==> src/design/gvr_pkg.sv <==
// shared constants and types of the givens rotation coefficient pipeline
package gvr_pkg;

  // default element width
  localparam int DEF_DATA_WIDTH = 16;

  // per-pair flags carried alongside the arithmetic
  typedef struct packed {
    logic neg_a;
    logic neg_b;
    logic zero;
  } pair_flags_t;

endpackage

==> src/design/gvr_div_pipe.sv <==
// pipelined restoring divider, two numerators over one divisor, one quotient bit per stage
module gvr_div_pipe #(
  parameter int W      = gvr_pkg::DEF_DATA_WIDTH,
  parameter int SIDE_W = 1
) (
  input  logic              clk,
  input  logic              rst_n,
  input  logic              en,
  input  logic              in_valid,
  input  logic [2*W-1:0]    in_num_a,
  input  logic [2*W-1:0]    in_num_b,
  input  logic [W-1:0]      in_den,
  input  logic [SIDE_W-1:0] in_side,
  output logic              out_valid,
  output logic [W-1:0]      out_quo_a,
  output logic [W-1:0]      out_quo_b,
  output logic [SIDE_W-1:0] out_side
);

  logic              vld_r   [W];
  logic [W-1:0]      den_r   [W];
  logic [W-1:0]      rem_a_r [W];
  logic [W-1:0]      low_a_r [W];
  logic [W-1:0]      quo_a_r [W];
  logic [W-1:0]      rem_b_r [W];
  logic [W-1:0]      low_b_r [W];
  logic [W-1:0]      quo_b_r [W];
  logic [SIDE_W-1:0] side_r  [W];

  // one restoring step: returns {new remainder, quotient bit}
  function automatic logic [W:0] div_step(input logic [W-1:0] rem, input logic nbit,
                                          input logic [W-1:0] den);
    logic [W:0] t;
    logic [W:0] d;
    logic       ge;
    t  = {rem, nbit};
    d  = t - {1'b0, den};
    ge = (t >= {1'b0, den});
    return ge ? {d[W-1:0], 1'b1} : {t[W-1:0], 1'b0};
  endfunction

  for (genvar k = 0; k < W; k++) begin : g_stage
    logic              src_v;
    logic [W-1:0]      src_den;
    logic [W-1:0]      src_rem_a;
    logic [W-1:0]      src_low_a;
    logic [W-1:0]      src_quo_a;
    logic [W-1:0]      src_rem_b;
    logic [W-1:0]      src_low_b;
    logic [W-1:0]      src_quo_b;
    logic [SIDE_W-1:0] src_side;
    logic [W:0]        step_a;
    logic [W:0]        step_b;

    // stage source: split numerators at entry, previous stage otherwise
    if (k == 0) begin : g_first
      assign src_v     = in_valid;
      assign src_den   = in_den;
      assign src_rem_a = in_num_a[2*W-1:W];
      assign src_low_a = in_num_a[W-1:0];
      assign src_quo_a = '0;
      assign src_rem_b = in_num_b[2*W-1:W];
      assign src_low_b = in_num_b[W-1:0];
      assign src_quo_b = '0;
      assign src_side  = in_side;
    end else begin : g_next
      assign src_v     = vld_r[k-1];
      assign src_den   = den_r[k-1];
      assign src_rem_a = rem_a_r[k-1];
      assign src_low_a = low_a_r[k-1];
      assign src_quo_a = quo_a_r[k-1];
      assign src_rem_b = rem_b_r[k-1];
      assign src_low_b = low_b_r[k-1];
      assign src_quo_b = quo_b_r[k-1];
      assign src_side  = side_r[k-1];
    end

    // both lanes share the divisor
    assign step_a = div_step(src_rem_a, src_low_a[W-1], src_den);
    assign step_b = div_step(src_rem_b, src_low_b[W-1], src_den);

    // stage valid
    always_ff @(posedge clk) begin
      if (!rst_n) begin
        vld_r[k] <= 1'b0;
      end else if (en) begin
        vld_r[k] <= src_v;
      end
    end

    // stage payload
    always_ff @(posedge clk) begin
      if (en) begin
        den_r[k]   <= src_den;
        rem_a_r[k] <= step_a[W:1];
        low_a_r[k] <= {src_low_a[W-2:0], 1'b0};
        quo_a_r[k] <= {src_quo_a[W-2:0], step_a[0]};
        rem_b_r[k] <= step_b[W:1];
        low_b_r[k] <= {src_low_b[W-2:0], 1'b0};
        quo_b_r[k] <= {src_quo_b[W-2:0], step_b[0]};
        side_r[k]  <= src_side;
      end
    end
  end

  assign out_valid = vld_r[W-1];
  assign out_quo_a = quo_a_r[W-1];
  assign out_quo_b = quo_b_r[W-1];
  assign out_side  = side_r[W-1];

endmodule
==> config.mk <==
export PLATFORM = sky130hd
export DESIGN_NAME = gvr_div_pipe
export DESIGN_NICKNAME = d
export VERILOG_FILES = /design/src/design/gvr_pkg.sv /design/src/design/gvr_div_pipe.sv
export SDC_FILE = /design/constraint.sdc
export NUM_CORES = 2
export LEC_CHECK = 0
export BUFFER_PORTS_ARGS = -buffer_cell sky130_fd_sc_hd__clkbuf_2
export CAP_MARGIN = 30
export CELL_PAD_IN_SITES_DETAIL_PLACEMENT = 1
export CELL_PAD_IN_SITES_GLOBAL_PLACEMENT = 1
export CORE_ASPECT_RATIO = 0.5
export CORE_UTILIZATION = 40
export CTS_CLUSTER_DIAMETER = 150
export CTS_CLUSTER_SIZE = 20
export DETAILED_ROUTE_END_ITERATION = 7
export PLACE_DENSITY = 0.67
export SLEW_MARGIN = 20
export SYNTH_ARGS = -nofsm -noshare
export SYNTH_HDL_FRONTEND = slang
export SYNTH_SLANG_ARGS = --single-unit
==> constraint.sdc <==
create_clock -name clk -period 9.7 [get_ports clk]
set_input_delay 0.485 -clock clk [delete_from_list [all_inputs] [get_ports clk]]
set_output_delay 0.485 -clock clk [all_outputs]
set_load 0.005 [all_outputs]
==> impl_metrics.toml <==
[clock_tree]
cts_max_level = 3
clockRootBuffer = "clkbuf_16"
cts_tree = "yes"
cts_resized = 0
clockBufferDepth = 3
clkTransAtPathRegs_ns = 0.08
clock_latency_ns = 0.70
cts-buffers-inserted = 73
clock-sinks = 1264
postCtsSetupBuffers = 0

[place]
place.gp.congestion = 0.960
dp.final_hpwl_mm = 127
io_buffers = 118

[setup_path]
worstPathArrival_ns = 4.34
reg2reg_setup_slack_ns = 5.78
r2r-start = "den_r[1][0]"
crit_type = "flop to flop"
cp_data_required_time_ns = 10.12
cp-end-kind = "flop"
cp_max_fo = 4
worstReg2RegEnd = "rem_b_r[9][14]"
startpoint_type = "flop"
worst-r2r-cell-count = 10

[layout]
most-common-layout-cells = "edfxtp_1 (1263), ha_1 (512), inv_1 (407), nand2_1 (346), a21oi_1 (333)"
syn2layout_area_growth_pct = 8.72
fin_nets = 6186
fillerInstances = 17100
drive_gt1_share_pct = 10.1
final_common_cell = "edfxtp_1"

[floorplanning]
core_area_um2 = 165000
initial_utilization_pct = 40.5
die_width_um = 580
boundaryPins = 119
die_height_um = 291
die_area_um2 = 169000
row_count = 105

[min_path]
hold_depth = 1
worstHoldStart = "in_den[15]"
whs_endpoint = "den_r[0][15]"
hold_path_class = "primary input to flop"

[routing]
vias_per_cell = 5.36
via_count = 41600
route.detailed.drc = 0
dr.pass1.iters = 5
avgRoutedWirePerCell_um = 20.8
topRoutingLayerUsed = "met4"
met3_length_mm = 3.13
wl_met1_mm = 63.2
wl_met2_mm = 87.0
wirelength_mm = 161
dr.first_iter.drc_count = 1722
antenna_left = 0

[logic_synthesis]
synth_fp_nets = 5990
syn_inst = 5363
ys_types = 83
avgSynthCellArea_um2 = 12.5
async_reset_ff_share_pct = 0
ys.flop_type = "edfxtp_1"
synth_warnings = 0
synth-edff-count = 1263
ys_seq_area_share_pct = 56.7
syn-cell-area_um2 = 66900
synth_seq_cells = 1264

[power_and_ir_drop]
p_clk_share_pct = 13.9
static-leakage-power_uw = 0.0283
p_seq_share_pct = 38.7
finalPower_uw = 22800
power_frac_comb_pct = 47.5
internal-power_uw = 14300
power_switching_uw = 8510
swShare_pct = 37.4
ir_drop_mv = 0.132
power.density_nw_per_um2 = 313

[global_route]
overflow = 0
grt_max_degree = 171
grt_usage_pct = 18.8
grt_first_pass_wirelength_mm = 250
grt_pass1_vias = 45100
antenna_found_initial = 0

[sta]
final.setup.tns_ns = 0
skew_ns = 0.0546
tightest_slew_ns = 1.04
max_slew_margin_pct = 29.0
drv_slew = 0
setup_violations = 0
hold_viol_final = 0
fmax_ghz = 0.255
period_share_pct = 40.4
finalCriticalPeriod_ns = 3.92
rsz0062_at_grt = "false"

[job]
cap_violations = 0

[run_status]
outcome = "complete, no violations"
==> metrics by stage <==
stage	utilization, %	setup WS (ns)	area [um2]	cells	hold slack (ns)
2_1_floorplan	-	6.53	66900	5363	0.400
3_3_place_gp	42.6	5.47	70300	7628	0.401
3_5_place_dp	42.6	5.70	70300	7631	0.405
4_1_cts	44.1	5.73	72700	7760	0.000619
5_1_grt	44.1	5.55	72700	7762	0.00619
6_report	44.1	5.78	72700	7763	0.0443
==> state kept, by name, indices dropped and copies added, names as in the netlist <==
signal	cells
den_r	240
rem_a_r	240
rem_b_r	240
quo_a_r	136
quo_b_r	136
low_a_r	120
low_b_r	120
side_r	16
vld_r	16
==> routing by layer <==
metal / track usage [%] / vias up
met3: 2.14 / 273
met5: 0 / -
met2: 36.8 / 468
met4: 8.74 / 0
met1: 20.0 / 20500
li1: - / 20400
==> worst max path at each step <==
stage	startpoint	endpoint	slack (ns)	depth (start not counted)
6_report	den_r[1][0]	rem_b_r[9][14]	5.78	10
5_1_grt	den_r[0][113]	rem_a_r[1][10]	5.55	10
4_1_cts	den_r[1][0]	rem_b_r[9][14]	5.73	10
3_5_place_dp	in_den[1]	rem_b_r[0][15]	5.70	11
3_3_place_gp	den_r[1][65]	rem_b_r[13][2]	5.47	10
2_1_floorplan	den_r[1][65]	rem_b_r[13][10]	6.53	11
==> repair_timing <==
| item | 4_1_cts | 5_1_grt |
|---|---|---|
| hold buffers | 44 | 0 |
| hold endpoints to repair | 44 | 0 |
| endpoints found under the setup margin | 0 | 0 |
==> power by group through the flow <==
stage / Sequential (uW) / Clock, uW / Combinational [uW]
after global routing: 8950 / 3450 / 11900
after floorplan: 8530 / 0 / 8050
final: 8810 / 3150 / 10800
after global placement: 8910 / 0 / 10400
after detailed placement: 8950 / 0 / 10800
after CTS: 8830 / 3300 / 10900
==> worst max-delay path, stage by stage, from the launching register on <==
cell and delay [ns]:
edfxtp_1 0.42, ha_1 0.23, fa_1 0.41, nor2b_1 0.14, o21a_1 0.13, o21ai_0 0.18
a2111oi_0 0.91, nor3_1 0.20, o41ai_1 0.63, xor2_1 0.14, mux2_2 0.29
==> layout make-up <==
cell class | count | area [um2] | area share, %
flip-flops and latches | 1264 | 37900 | 52.2
clock buffers | 82 | 1900 | 2.62
repair buffers | 199 | 1390 | 1.91
well taps | 2193 | 2740 | 3.77
multi-input cells | 3614 | 27200 | 37.3
clock inverters | 3 | 48.8 | 0.0671
diodes | 1 | 2.50 | 0.00344
inverters | 407 | 1530 | 2.10
==> synth_stat cells (27+ instances only) <==
cell | instances | share of area, %
edfxtp_1 | 1263 | 57
ha_1 | 512 | 9.6
inv_1 | 407 | 2.3
nand2_1 | 346 | 1.9
a21oi_1 | 334 | 2.5
o21ai_0 | 301 | 2.3
nor2_1 | 263 | 1.5
mux2_2 | 242 | 4.1
xnor2_1 | 204 | 2.7
xor2_1 | 116 | 1.5
a21o_1 | 110 | 1.2
nor3_1 | 108 | 0.81
nor2b_1 | 103 | 0.96
nand3_1 | 89 | 0.67
o21a_1 | 75 | 0.84
nand2b_1 | 67 | 0.63
nand4_1 | 66 | 0.62
clkbuf_1 | 51 | 0.29
mux2i_1 | 51 | 0.76
and3_1 | 47 | 0.44
a211oi_1 | 44 | 0.49
o31ai_1 | 42 | 0.47
or3_1 | 40 | 0.37
a31oi_1 | 39 | 0.36
a21boi_0 | 34 | 0.38
fa_1 | 30 | 0.90
or2_2 | 28 | 0.26
a211o_1 | 27 | 0.35
==> logic make-up (layout without fill, tap and decap cells) <==
group / count (synthesis) / in the layout / share of synthesized area (%)
DFF: 1264 / 1264 / 56.7
and+or+nand+nor: 1233 / 1233 / 9.06
AOI/OAI and AO/OA: 1213 / 1213 / 11.6
adders and majority gates: 542 / 542 / 10.5
buffers and inverters: 485 / 691 / 2.82
xor gates and xnor gates: 320 / 320 / 4.19
muxes: 306 / 306 / 5.13
other: 0 / 1 / 0
No activity file was read; power rests on OpenSTA's default activity.
