==> src/design/gvr_pkg.sv <==
// shared constants and types of the givens rotation coefficient pipeline
package gvr_pkg;

  // default element width
  localparam int DEF_DATA_WIDTH = 16;

  // per-pair flags carried alongside the arithmetic
  typedef struct packed {
    logic neg_a;
    logic neg_b;
    logic zero;
  } pair_flags_t;

endpackage

==> src/design/gvr_sqrt_pipe.sv <==
// pipelined integer square root, one root bit per stage, with sideband
module gvr_sqrt_pipe #(
  parameter int W      = gvr_pkg::DEF_DATA_WIDTH,
  parameter int SIDE_W = 1
) (
  input  logic              clk,
  input  logic              rst_n,
  input  logic              en,
  input  logic              in_valid,
  input  logic [2*W-1:0]    in_rad,
  input  logic [SIDE_W-1:0] in_side,
  output logic              out_valid,
  output logic [W-1:0]      out_root,
  output logic [W:0]        out_rem,
  output logic [SIDE_W-1:0] out_side
);

  logic              vld_r  [W];
  logic [W-1:0]      root_r [W];
  logic [W:0]        rem_r  [W];
  logic [2*W-1:0]    rad_r  [W];
  logic [SIDE_W-1:0] side_r [W];

  for (genvar k = 0; k < W; k++) begin : g_stage
    logic              src_v;
    logic [W-1:0]      src_root;
    logic [W:0]        src_rem;
    logic [2*W-1:0]    src_rad;
    logic [SIDE_W-1:0] src_side;
    logic [W+1:0]      shifted;
    logic [W+1:0]      trial;
    logic [W+1:0]      diff;
    logic              ge;
    logic [W-1:0]      root_nxt;
    logic [W:0]        rem_nxt;

    // stage source: the inputs for the first stage, the previous stage otherwise
    if (k == 0) begin : g_first
      assign src_v    = in_valid;
      assign src_root = '0;
      assign src_rem  = '0;
      assign src_rad  = in_rad;
      assign src_side = in_side;
    end else begin : g_next
      assign src_v    = vld_r[k-1];
      assign src_root = root_r[k-1];
      assign src_rem  = rem_r[k-1];
      assign src_rad  = rad_r[k-1];
      assign src_side = side_r[k-1];
    end

    // bring down two radicand bits and try root*4+1
    always_comb begin
      shifted  = {src_rem[W-1:0], src_rad[2*W-1 -: 2]};
      trial    = {src_root, 2'b01};
      diff     = shifted - trial;
      ge       = (shifted >= trial);
      rem_nxt  = ge ? diff[W:0] : shifted[W:0];
      root_nxt = {src_root[W-2:0], ge};
    end

    // stage valid
    always_ff @(posedge clk) begin
      if (!rst_n) begin
        vld_r[k] <= 1'b0;
      end else if (en) begin
        vld_r[k] <= src_v;
      end
    end

    // stage payload
    always_ff @(posedge clk) begin
      if (en) begin
        root_r[k] <= root_nxt;
        rem_r[k]  <= rem_nxt;
        rad_r[k]  <= {src_rad[2*W-3:0], 2'b00};
        side_r[k] <= src_side;
      end
    end
  end

  assign out_valid = vld_r[W-1];
  assign out_root  = root_r[W-1];
  assign out_rem   = rem_r[W-1];
  assign out_side  = side_r[W-1];

endmodule

==> config.mk <==
export PLATFORM = sky130hd
export DESIGN_NAME = gvr_sqrt_pipe
export DESIGN_NICKNAME = d
export VERILOG_FILES = /design/src/design/gvr_pkg.sv /design/src/design/gvr_sqrt_pipe.sv
export SDC_FILE = /design/constraint.sdc
export NUM_CORES = 1
export LEC_CHECK = 0
export ABC_AREA = 1
export BUFFER_PORTS_ARGS = -buffer_cell sky130_fd_sc_hd__buf_2
export CAP_MARGIN = 20
export CORE_ASPECT_RATIO = 0.75
export CORE_MARGIN = 2
export CORE_UTILIZATION = 45
export DETAILED_ROUTE_END_ITERATION = 10
export SETUP_SLACK_MARGIN = 0.05
export SKIP_CTS_REPAIR_TIMING = 1
export SLEW_MARGIN = 20
export SYNTH_ARGS = -nofsm -noshare
export SYNTH_HDL_FRONTEND = slang
export SYNTH_SLANG_ARGS = --single-unit
==> constraint.sdc <==
create_clock -name clk -period 3.5 [get_ports clk]
set_clock_uncertainty 0.15 [all_clocks]
set_input_delay 0 -clock clk [delete_from_list [all_inputs] [get_ports clk]]
set_output_delay 0 -clock clk [all_outputs]
set_load 0.02 [all_outputs]
==> metrics.yaml, run 1 <==
synth_top_family_by_area: "simple AND/OR/NAND/NOR gates"
ys_ff_latch: 649
die_h_um: 242
seq_area_um2: 19500
synth_compound_area_share_pct: 3.70
vias_per_cell: 4.92
drv_slew: 0
min_period_ns: 2.54
p_clk_share_pct: 32.1
power_mw: 21.6
hold_path_class: "in -> reg"
drive_above_1_share_pct: 8.50
cts.clk_slew.worst_paths_ns: 0.06
cts_tree: "built"
p_per_area_nw_per_um2: 565
antenna_found_initial: 0
worst-slew-pin-transition_ns: 0.673
netlist_area_um2: 33900
maxClockFrequency_ghz: 0.393
grt_pass1_wl_mm: 115
r2r-end: "rem_r[2][21]$_DFFE_PP_"
vdd_drop_max_mv: 0.434
synth_top_area_share_pct: 57.4
yosys.area_share.simple_pct: 23.1
final.setup.tns_ns: 0
multi_input_area_um2: 11800
n_antenna_cell: 0
synth_adder_area_share_pct: 5.68
setup_viol: 0
fin_crit_sh_pct: 72.7
ys_async_sr_fraction_pct: 0
critPathArrivalTime_ns: 2.76
dp.cells: 4565
num_rows: 87
layout_setup_ws_ns: 0.956
stdcell_area_um2: 38200
worstHoldStart: "in_rad[31]"
core_area_um2: 74900
n_fill_cell: 6887
end_kind: "register"
p_leak_nw: 17.3
first_pass_iters: 5
place_ws_ns: 0.994
wl_mm: 72.6
combPwrFrac_pct: 21.0
r2r_cells: 8
slew_headroom_pct: 55.0
yosysWarnings: 0
grt_usage_pct: 18.6
grt_max_degree: 113
cp.required_ns: 3.72
boundaryPins: 72
cts_made_buffers: 68
cts_sinks: 649
wire_per_inst_um: 15.3
yosysMostFrequentCell: "nand2_1"
fin_nets: 3916
syn_nets: 3724
area_growth_pct: 12.6
dr_total_vias: 23402
cts-root-buf: "clkbuf_16"
dp.final_hpwl_mm: 53.0
die_area_um2: 77600
insertion_delay_ns: 0.62
finalHoldViolations: 0
antenna_left: 0
max-cap-violations: 0
htreeDepth: 3
grt_overflow_total: 0
status: "completed"
path_max_fanout: 13
min_path_cells: 4
yosys-mux-area-fraction_pct: 0
cts_buffer_depth: 3
drtIter0Drc: 2093
ys_top_cells_by_count: "1055 x nand2_1, 648 x edfxtp_1, 614 x inv_1"
p_int_mw: 15.1
setup.worst_path.class: "reg -> reg"
grt_pass1_vias: 21094
floorplan.initialDensity_pct: 45.3
fin_cells: 4756
rsz0062_at_grt: "no"
synthFlopType: "edfxtp_1"
netlist-cell-type-count: 50
rr_startpoint: "rem_r[2][3]$_DFFE_PP_"
p_sw_share_pct: 29.9
p_switching_mw: 6.46
die-width_um: 321
synth_area_leaders: "edfxtp_1 57%, nand2_1 12%, inv_1 6.8%"
route.detailed.drc: 0
synth.avg_cell_area_um2: 9.60
reg2reg_slack_ns: 0.96
numPortBuffers: 71
seq_power_share_pct: 46.8
dpl-instance-area_um2: 35400
synth_area_leader_cell: "edfxtp_1"
hold_end: "rem_r[0][1]$_DFFE_PP_"
synthCells: 3533
synth_xor_area_share_pct: 2.27
place_congestion: 0.878
yosysSeqAreaShare_pct: 57.4
start_kind: "register"
synth_edf_count: 648
[cell families (layout without fill, tap and decap cells)]
logic type / after synthesis / count (layout)
buffers and inverters: 656 / 900
AOI/OAI and AO/OA: 212 / 212
adders and majority gates: 154 / 154
other: 1 / 1
xor gates and xnor gates: 88 / 88
DFF: 649 / 649
and+or+nand+nor: 1773 / 1773
[layout make-up]
class,count,share of cell area (%)
clock buffer,87,4.78
tap,979,3.21
inverter,627,6.18
timing repair buffer,151,3.18
multi-input combinational,2228,30.9
clock inverter,35,0.734
sequential,649,51.0
[sequential cells by signal, summed over array words and instances, names as in the netlist]
| name | cells |
|---|---|
| rad_r | 240 |
| vld_r | 16 |
| side_r | 16 |
| rem_r | 241 |
| root_r | 136 |
[power groups by stage]
stage	Clock (mW)	Sequential, mW	Combinational [mW]
after global routing	7.44	10.2	5.16
final	6.93	10.1	4.54
after detailed placement	0	10.3	4.42
after floorplan	0	10.2	3.22
after global placement	0	10.3	4.39
after CTS	7.15	10.1	4.45
[metal layers]
layer | vias up | GRT usage (%) | routed length [um]
met1 | 10758 | 30.6 | 38100
li1 | 11971 | - | -
met5 | - | 0 | 0
met3 | 99 | 3.07 | 4390
met4 | 0 | 4.84 | 1490
met2 | 574 | 24.8 | 28600
[how the worst max path moves through the flow]
stage / from / depth (start not counted) / endpoint
2_1_floorplan: rem_r[6][11]$_DFFE_PP_ / 10 / rem_r[6][21]$_DFFE_PP_
3_3_place_gp: root_r[4][3]$_DFFE_PP_ / 9 / rem_r[2][18]$_DFFE_PP_
3_5_place_dp: rem_r[2][3]$_DFFE_PP_ / 8 / rem_r[2][20]$_DFFE_PP_
4_1_cts: rem_r[2][3]$_DFFE_PP_ / 8 / rem_r[2][20]$_DFFE_PP_
5_1_grt: root_r[4][1]$_DFFE_PP_ / 11 / rem_r[2][18]$_DFFE_PP_
6_report: rem_r[2][3]$_DFFE_PP_ / 8 / rem_r[2][21]$_DFFE_PP_
[stage by stage]
step | hold WS [ns] | utilization, %
4_1_cts | -0.644 | 50.1
2_1_floorplan | -0.0511 | -
5_1_grt | 0.0600 | 51.0
3_5_place_dp | 0.0281 | 47.2
3_3_place_gp | 0.0268 | 47.2
6_report | 0.0633 | 51.0
[layout by cell type, fill, tap and decap left out, types with 6 or more instances in the layout]
cell	Yosys	routed
buf_2	7	70
or2_2	12	12
nor3_1	33	33
a21oi_1	105	105
inv_1	614	614
ha_1	154	154
a21oi_2	11	11
nand2_1	1055	1055
nor2_2	16	16
o21ai_0	54	54
nand2_2	26	26
and2_1	10	10
xor2_1	65	65
nand3_2	20	20
nor2_1	229	229
o21bai_1	8	8
nand3_1	243	243
clkinv_1	0	16
nand4_1	63	63
nand2_4	13	13
nand3b_1	27	27
inv_2	11	11
xnor2_1	23	23
dlygate4sd3_1	0	69
nor2_4	9	9
clkbuf_1	1	16
o21ai_2	17	17
clkbuf_16	0	70
buf_12	1	6
clkinv_2	0	8
edfxtp_1	648	648
[critical path, cell delays in order (launching register included)]
cell and delay [ns]:
edfxtp_1 0.41, ha_1 0.35, a21oi_1 0.21, nand3_1 0.18
nand2_1 0.12, nand2_1 0.08, nor2_2 0.43, buf_4 0.26
o21ai_0 0.09
Power figures use the tool's default switching activity.
==> inputs of run 2 (changes only) <==
==> constraint.sdc (replaced) <==
create_clock -name clk -period 2.5 [get_ports clk]
set_clock_uncertainty 0.15 [all_clocks]
set_input_delay 0 -clock clk [delete_from_list [all_inputs] [get_ports clk]]
set_output_delay 0 -clock clk [all_outputs]
set_load 0.02 [all_outputs]
==> run 2 against run 1 <==
Net effect:
- wire length is 1.7% higher
- final cell count is 1.8% higher
- critical path depth is 2 higher
- global-route usage is 0.35 points higher
- utilization is 1.5 points higher
- first-iteration DRC count is 2.5% higher
- via count is 1.4% higher
- critical endpoint is now rem_r[6][32]$_DFFE_PP_
- largest cell class unchanged
==> metrics.yaml, run 2 (synthesis gave the netlist of run 1 again) <==
status: "completed"
cts_tree: "built"
antenna_found_initial: 0
antenna_left: 0
worst-slew-pin-transition_ns: 0.646
fin_nets: 3995
seq_area_um2: 19500
p_leak_nw: 17.8
cp.required_ns: 2.72
boundaryPins: 72
htreeDepth: 3
slowest_stage: "edfxtp_1"
r2r_cells: 10
numPortBuffers: 71
grt_usage_pct: 18.9
path_max_fanout: 6
dr_total_vias: 23731
first_pass_iters: 6
cts_sinks: 649
maxClockFrequency_ghz: 0.424
die_h_um: 242
grt_max_degree: 54
wl_mm: 73.8
slew_headroom_pct: 56.8
fin_crit_sh_pct: 94.3
drv_slew: 0
insertion_delay_ns: 0.63
area_growth_pct: 15.8
end_kind: "register"
dp.final_hpwl_mm: 54.8
rsz0062_at_grt: "yes"
min_period_ns: 2.36
min_path_cells: 4
top_register: "rem_r"
final_cell_mix: "1054 x nand2_1, 648 x edfxtp_1, 613 x inv_1"
final.setup.tns_ns: 0
cpPeakStageDelay_ns: 0.40
grt_pass1_wl_mm: 117
largest_reg_flops: 241
num_rows: 87
start_kind: "register"
grt_pass1_vias: 21805
n_antenna_cell: 0
setup_viol: 0
finalHoldViolations: 0
hold_path_class: "in -> reg"
die-width_um: 321
final_common_cell: "nand2_1"
p_per_area_nw_per_um2: 803
cts.clk_slew.worst_paths_ns: 0.06
place_congestion: 0.895
grt_overflow_total: 0
n_fill_cell: 6767
max-cap-violations: 0
multi_input_area_um2: 11900
layout_setup_ws_ns: 0.143
drive_above_1_share_pct: 11.1
drtIter0Drc: 2145
wire_per_inst_um: 15.2
cts_buffer_depth: 3
cts-root-buf: "clkbuf_16"
vdd_drop_max_mv: 0.552
setup.worst_path.class: "reg -> reg"
reg_top3: "rem_r x241, rad_r x240, root_r x136"
cp_cell_sequence: "inv_1, ha_1, nand2_2, inv_1, nand2_1, nand2_1, a21oi_4, buf_4, nand3_4, and2_1"
route.detailed.drc: 0
floorplan.initialDensity_pct: 45.3
core_area_um2: 74900
cts_made_buffers: 70
critPathArrivalTime_ns: 2.57
die_area_um2: 77600
place_ws_ns: 0.0358
vias_per_cell: 4.90
## run 2: layout make-up
cell class,count,share of cell area (%)
Sequential cell,649,49.6
Inverter,627,6.02
Clock buffer,81,4.67
Multi-Input combinational cell,2231,30.4
Clock inverter,48,1.45
Tap cell,979,3.12
Timing Repair Buffer,225,4.73
## run 2: where the power goes
part | internal (mW) | switching, mW | leakage, nW
Sequential | 13.5 | 0.660 | 6.26
Combinational | 2.41 | 4.28 | 10.4
Clock | 6.36 | 4.34 | 1.14
Total | 22.2 | 9.27 | 17.8
## run 2: critical path, delay by kind of cell, from the launching register on
family	cells	cell delay [ns]
AO/OA/AOI/OAI	1	0.31
adder cells (fa/ha/maj)	1	0.36
buffers and inverters	3	0.28
flip-flops	1	0.40
AND/OR/NAND/NOR	5	0.60
## run 2: stage by stage
stage / cells / utilization, % / total power, mW / area [um^2] / hold slack (ns)
after floorplan: 3533 / - / 18.7 / 33900 / -0.0511
after global placement: 4624 / 47.9 / 20.7 / 35900 / 0.0267
after detailed placement: 4624 / 47.9 / 20.7 / 35900 / 0.0281
after CTS: 4753 / 51.1 / 31.6 / 38300 / -0.644
after global routing: 4840 / 52.4 / 33.3 / 39300 / 0.0383
final: 4840 / 52.4 / 31.5 / 39300 / 0.0419
## run 2: path summary, 6_finish.rpt
| path | startpoint | end | slack, ns |
|---|---|---|---|
| worst min-delay path | in_rad[31] | rem_r[0][1]$_DFFE_PP_ | 0.04 |
| worst max-delay path | root_r[12][10]$_DFFE_PP_ | rem_r[6][32]$_DFFE_PP_ | 0.14 |
| worst min register to register | rad_r[4][11]$_DFFE_PP_ | rad_r[5][13]$_DFFE_PP_ | 0.25 |
| worst max register to register | root_r[12][10]$_DFFE_PP_ | rem_r[6][32]$_DFFE_PP_ | 0.14 |
## run 2: routing by layer
metal | GRT usage [%] | part of all wire (%)
met2 | 26.3 | 40
met3 | 2.94 | 6.0
met4 | 4.63 | 1.7
met1 | 30.5 | 52
met5 | 0 | 0
==> inputs of run 3 (changes only) <==
==> constraint.sdc (replaced) <==
create_clock -name clk -period 2.7 [get_ports clk]
set_clock_uncertainty 0.15 [all_clocks]
set_input_delay 0 -clock clk [delete_from_list [all_inputs] [get_ports clk]]
set_output_delay 0 -clock clk [all_outputs]
set_load 0.02 [all_outputs]
==> run 3 against run 2 <==
Net effect:
- power shrank 10%
- critical path type unchanged
- global-route usage shrank 0.16 points
- setup slack gained 0.096 ns
- flip-flop and latch count is the same
- clock power shrank 14%
- highest routed layer unchanged
- wire length shrank 1.4%
==> metrics.yaml, run 3 (synthesis gave the netlist of run 1 again) <==
end_kind: "register"
min_period_ns: 2.46
cts_made_buffers: 68
cts_tree: "built"
n_antenna_cell: 0
boundaryPins: 72
worstHoldStart: "in_rad[31]"
core_area_um2: 74900
antenna_found_initial: 0
fin_nets: 3932
cp_cell_sequence: "ha_1, a21oi_1, nand2_1, inv_1, nand2_2, nand2_4, nand3_4, and2_1"
slew_headroom_pct: 51.5
wire_per_inst_um: 15.3
wl_mm: 72.8
setup.worst_path.class: "reg -> reg"
cp.required_ns: 2.91
min_path_cells: 4
reg2reg_slack_ns: 0.24
p_sw_share_pct: 29.6
path_depth: 8
largest_reg_flops: 241
grt_pass1_vias: 21340
route.met2.wl_mm: 28.8
floorplan.initialDensity_pct: 45.3
max-cap-violations: 0
critPathArrivalTime_ns: 2.67
worst-slew-pin-transition_ns: 0.727
wl_met1_mm: 38.0
numPortBuffers: 71
seq_area_um2: 19500
r2r_cells: 8
area_growth_pct: 13.1
antenna_left: 0
hold_path_class: "in -> reg"
path_buf_inv: 1
die-width_um: 321
grt_max_degree: 112
fin_crit_sh_pct: 91.1
r2r-end: "rem_r[6][32]$_DFFE_PP_"
setup_viol: 0
vdd_drop_max_mv: 0.536
drive_above_1_share_pct: 9.07
num_rows: 87
hold_end: "rem_r[0][1]$_DFFE_PP_"
dp.cells: 4578
route.detailed.drc: 0
drtIter0Drc: 2163
cts_buffer_depth: 3
multi_input_area_um2: 11800
dr_total_vias: 23379
dp.final_hpwl_mm: 53.8
final_common_cell: "nand2_1"
p_int_mw: 19.9
rsz0062_at_grt: "no"
cts.clk_slew.worst_paths_ns: 0.06
drv_slew: 0
status: "completed"
grt_pass1_wl_mm: 116
path_max_fanout: 24
cp_top_family: "simple AND/OR/NAND/NOR gates"
wl_met3_mm: 4.52
p_clk_share_pct: 32.6
htreeDepth: 3
n_fill_cell: 6832
start_kind: "register"
grt_overflow_total: 0
cts-root-buf: "clkbuf_16"
final_cell_mix: "1055 x nand2_1, 648 x edfxtp_1, 614 x inv_1"
grt_usage_pct: 18.8
insertion_delay_ns: 0.61
p_per_area_nw_per_um2: 736
combPwrFrac_pct: 21.1
slowest_stage: "edfxtp_1"
fin_cells: 4771
cts_sinks: 649
cpPeakStageDelay_ns: 0.39
final.setup.tns_ns: 0
maxClockFrequency_ghz: 0.406
reg_top3: "rem_r x241, rad_r x240, root_r x136"
top_register: "rem_r"
seq_power_share_pct: 46.4
highest_layer: "met4"
p_leak_nw: 17.4
vias_per_cell: 4.90
critPathLaunch: "rem_r[6][7]$_DFFE_PP_"
p_switching_mw: 8.36
die_h_um: 242
finalHoldViolations: 0
place_congestion: 0.888
rr_startpoint: "rem_r[6][7]$_DFFE_PP_"
die_area_um2: 77600
first_pass_iters: 6
[run 3: cell count changes in the layout (fill, tap and decap cells not counted), sizes merged]
cell      previous run  this run
nand3              267       265
clkinvlp            10         3
clkbuf              81        80
inv                627       630
nand2             1096      1095
bufinv              10         6
buf                156        98
clkinv              28        29
[run 3: metrics by stage]
stage | utilization (%) | worst slack [ns] | area, um^2 | power [mW] | hold slack, ns
after floorplan | - | 0.676 | 33900 | 17.4 | -0.0511
after global routing | 51.2 | 0.0524 | 38400 | 29.8 | 0.0769
final | 51.2 | 0.239 | 38400 | 28.2 | 0.0731
after CTS | 50.3 | 0.199 | 37600 | 28.4 | -0.629
after global placement | 47.4 | 0.202 | 35500 | 19.0 | 0.0265
after detailed placement | 47.4 | 0.209 | 35500 | 19.1 | 0.0281
[run 3: worst register-to-register path, delay by kind of cell, from the launching register on]
family          cells  cell delay, ns
compound gates      1            0.26
fa+ha+maj           1            0.36
buf+inv             1            0.10
flops               1            0.39
simple gates        5            0.97
[run 3: area by class of cell]
cell class / count / share of cell area [%]
clock buffers: 80 / 4.66
flip-flops and latches: 649 / 50.8
well taps: 979 / 3.19
inverters: 627 / 6.15
clock inverters: 41 / 0.972
multi-input cells: 2228 / 30.8
repair buffers: 167 / 3.48
[run 3: how the worst max path moves through the flow]
stage                     slack, ns                endpoint
after floorplan                0.68  rem_r[6][21]$_DFFE_PP_
after global placement         0.20  rem_r[4][27]$_DFFE_PP_
after detailed placement       0.21  rem_r[5][28]$_DFFE_PP_
after CTS                      0.20  rem_r[5][28]$_DFFE_PP_
after global routing           0.05  rem_r[6][32]$_DFFE_PP_
final                          0.24  rem_r[6][32]$_DFFE_PP_
[run 3: power groups by stage]
stage	combinational [mW]	clock, mW	sequential, mW
finish	5.95	9.19	13.1
detailed placement	5.78	0	13.3
floorplan	4.18	0	13.2
CTS	5.82	9.47	13.1
global route	6.79	9.87	13.2
global placement	5.76	0	13.3
[run 3: metal layers]
metal | up-vias | track usage, %
li1 | 11980 | -
met1 | 10699 | 30.5
met2 | 596 | 25.6
met3 | 104 | 3.09
met4 | 0 | 4.87
met5 | - | 0
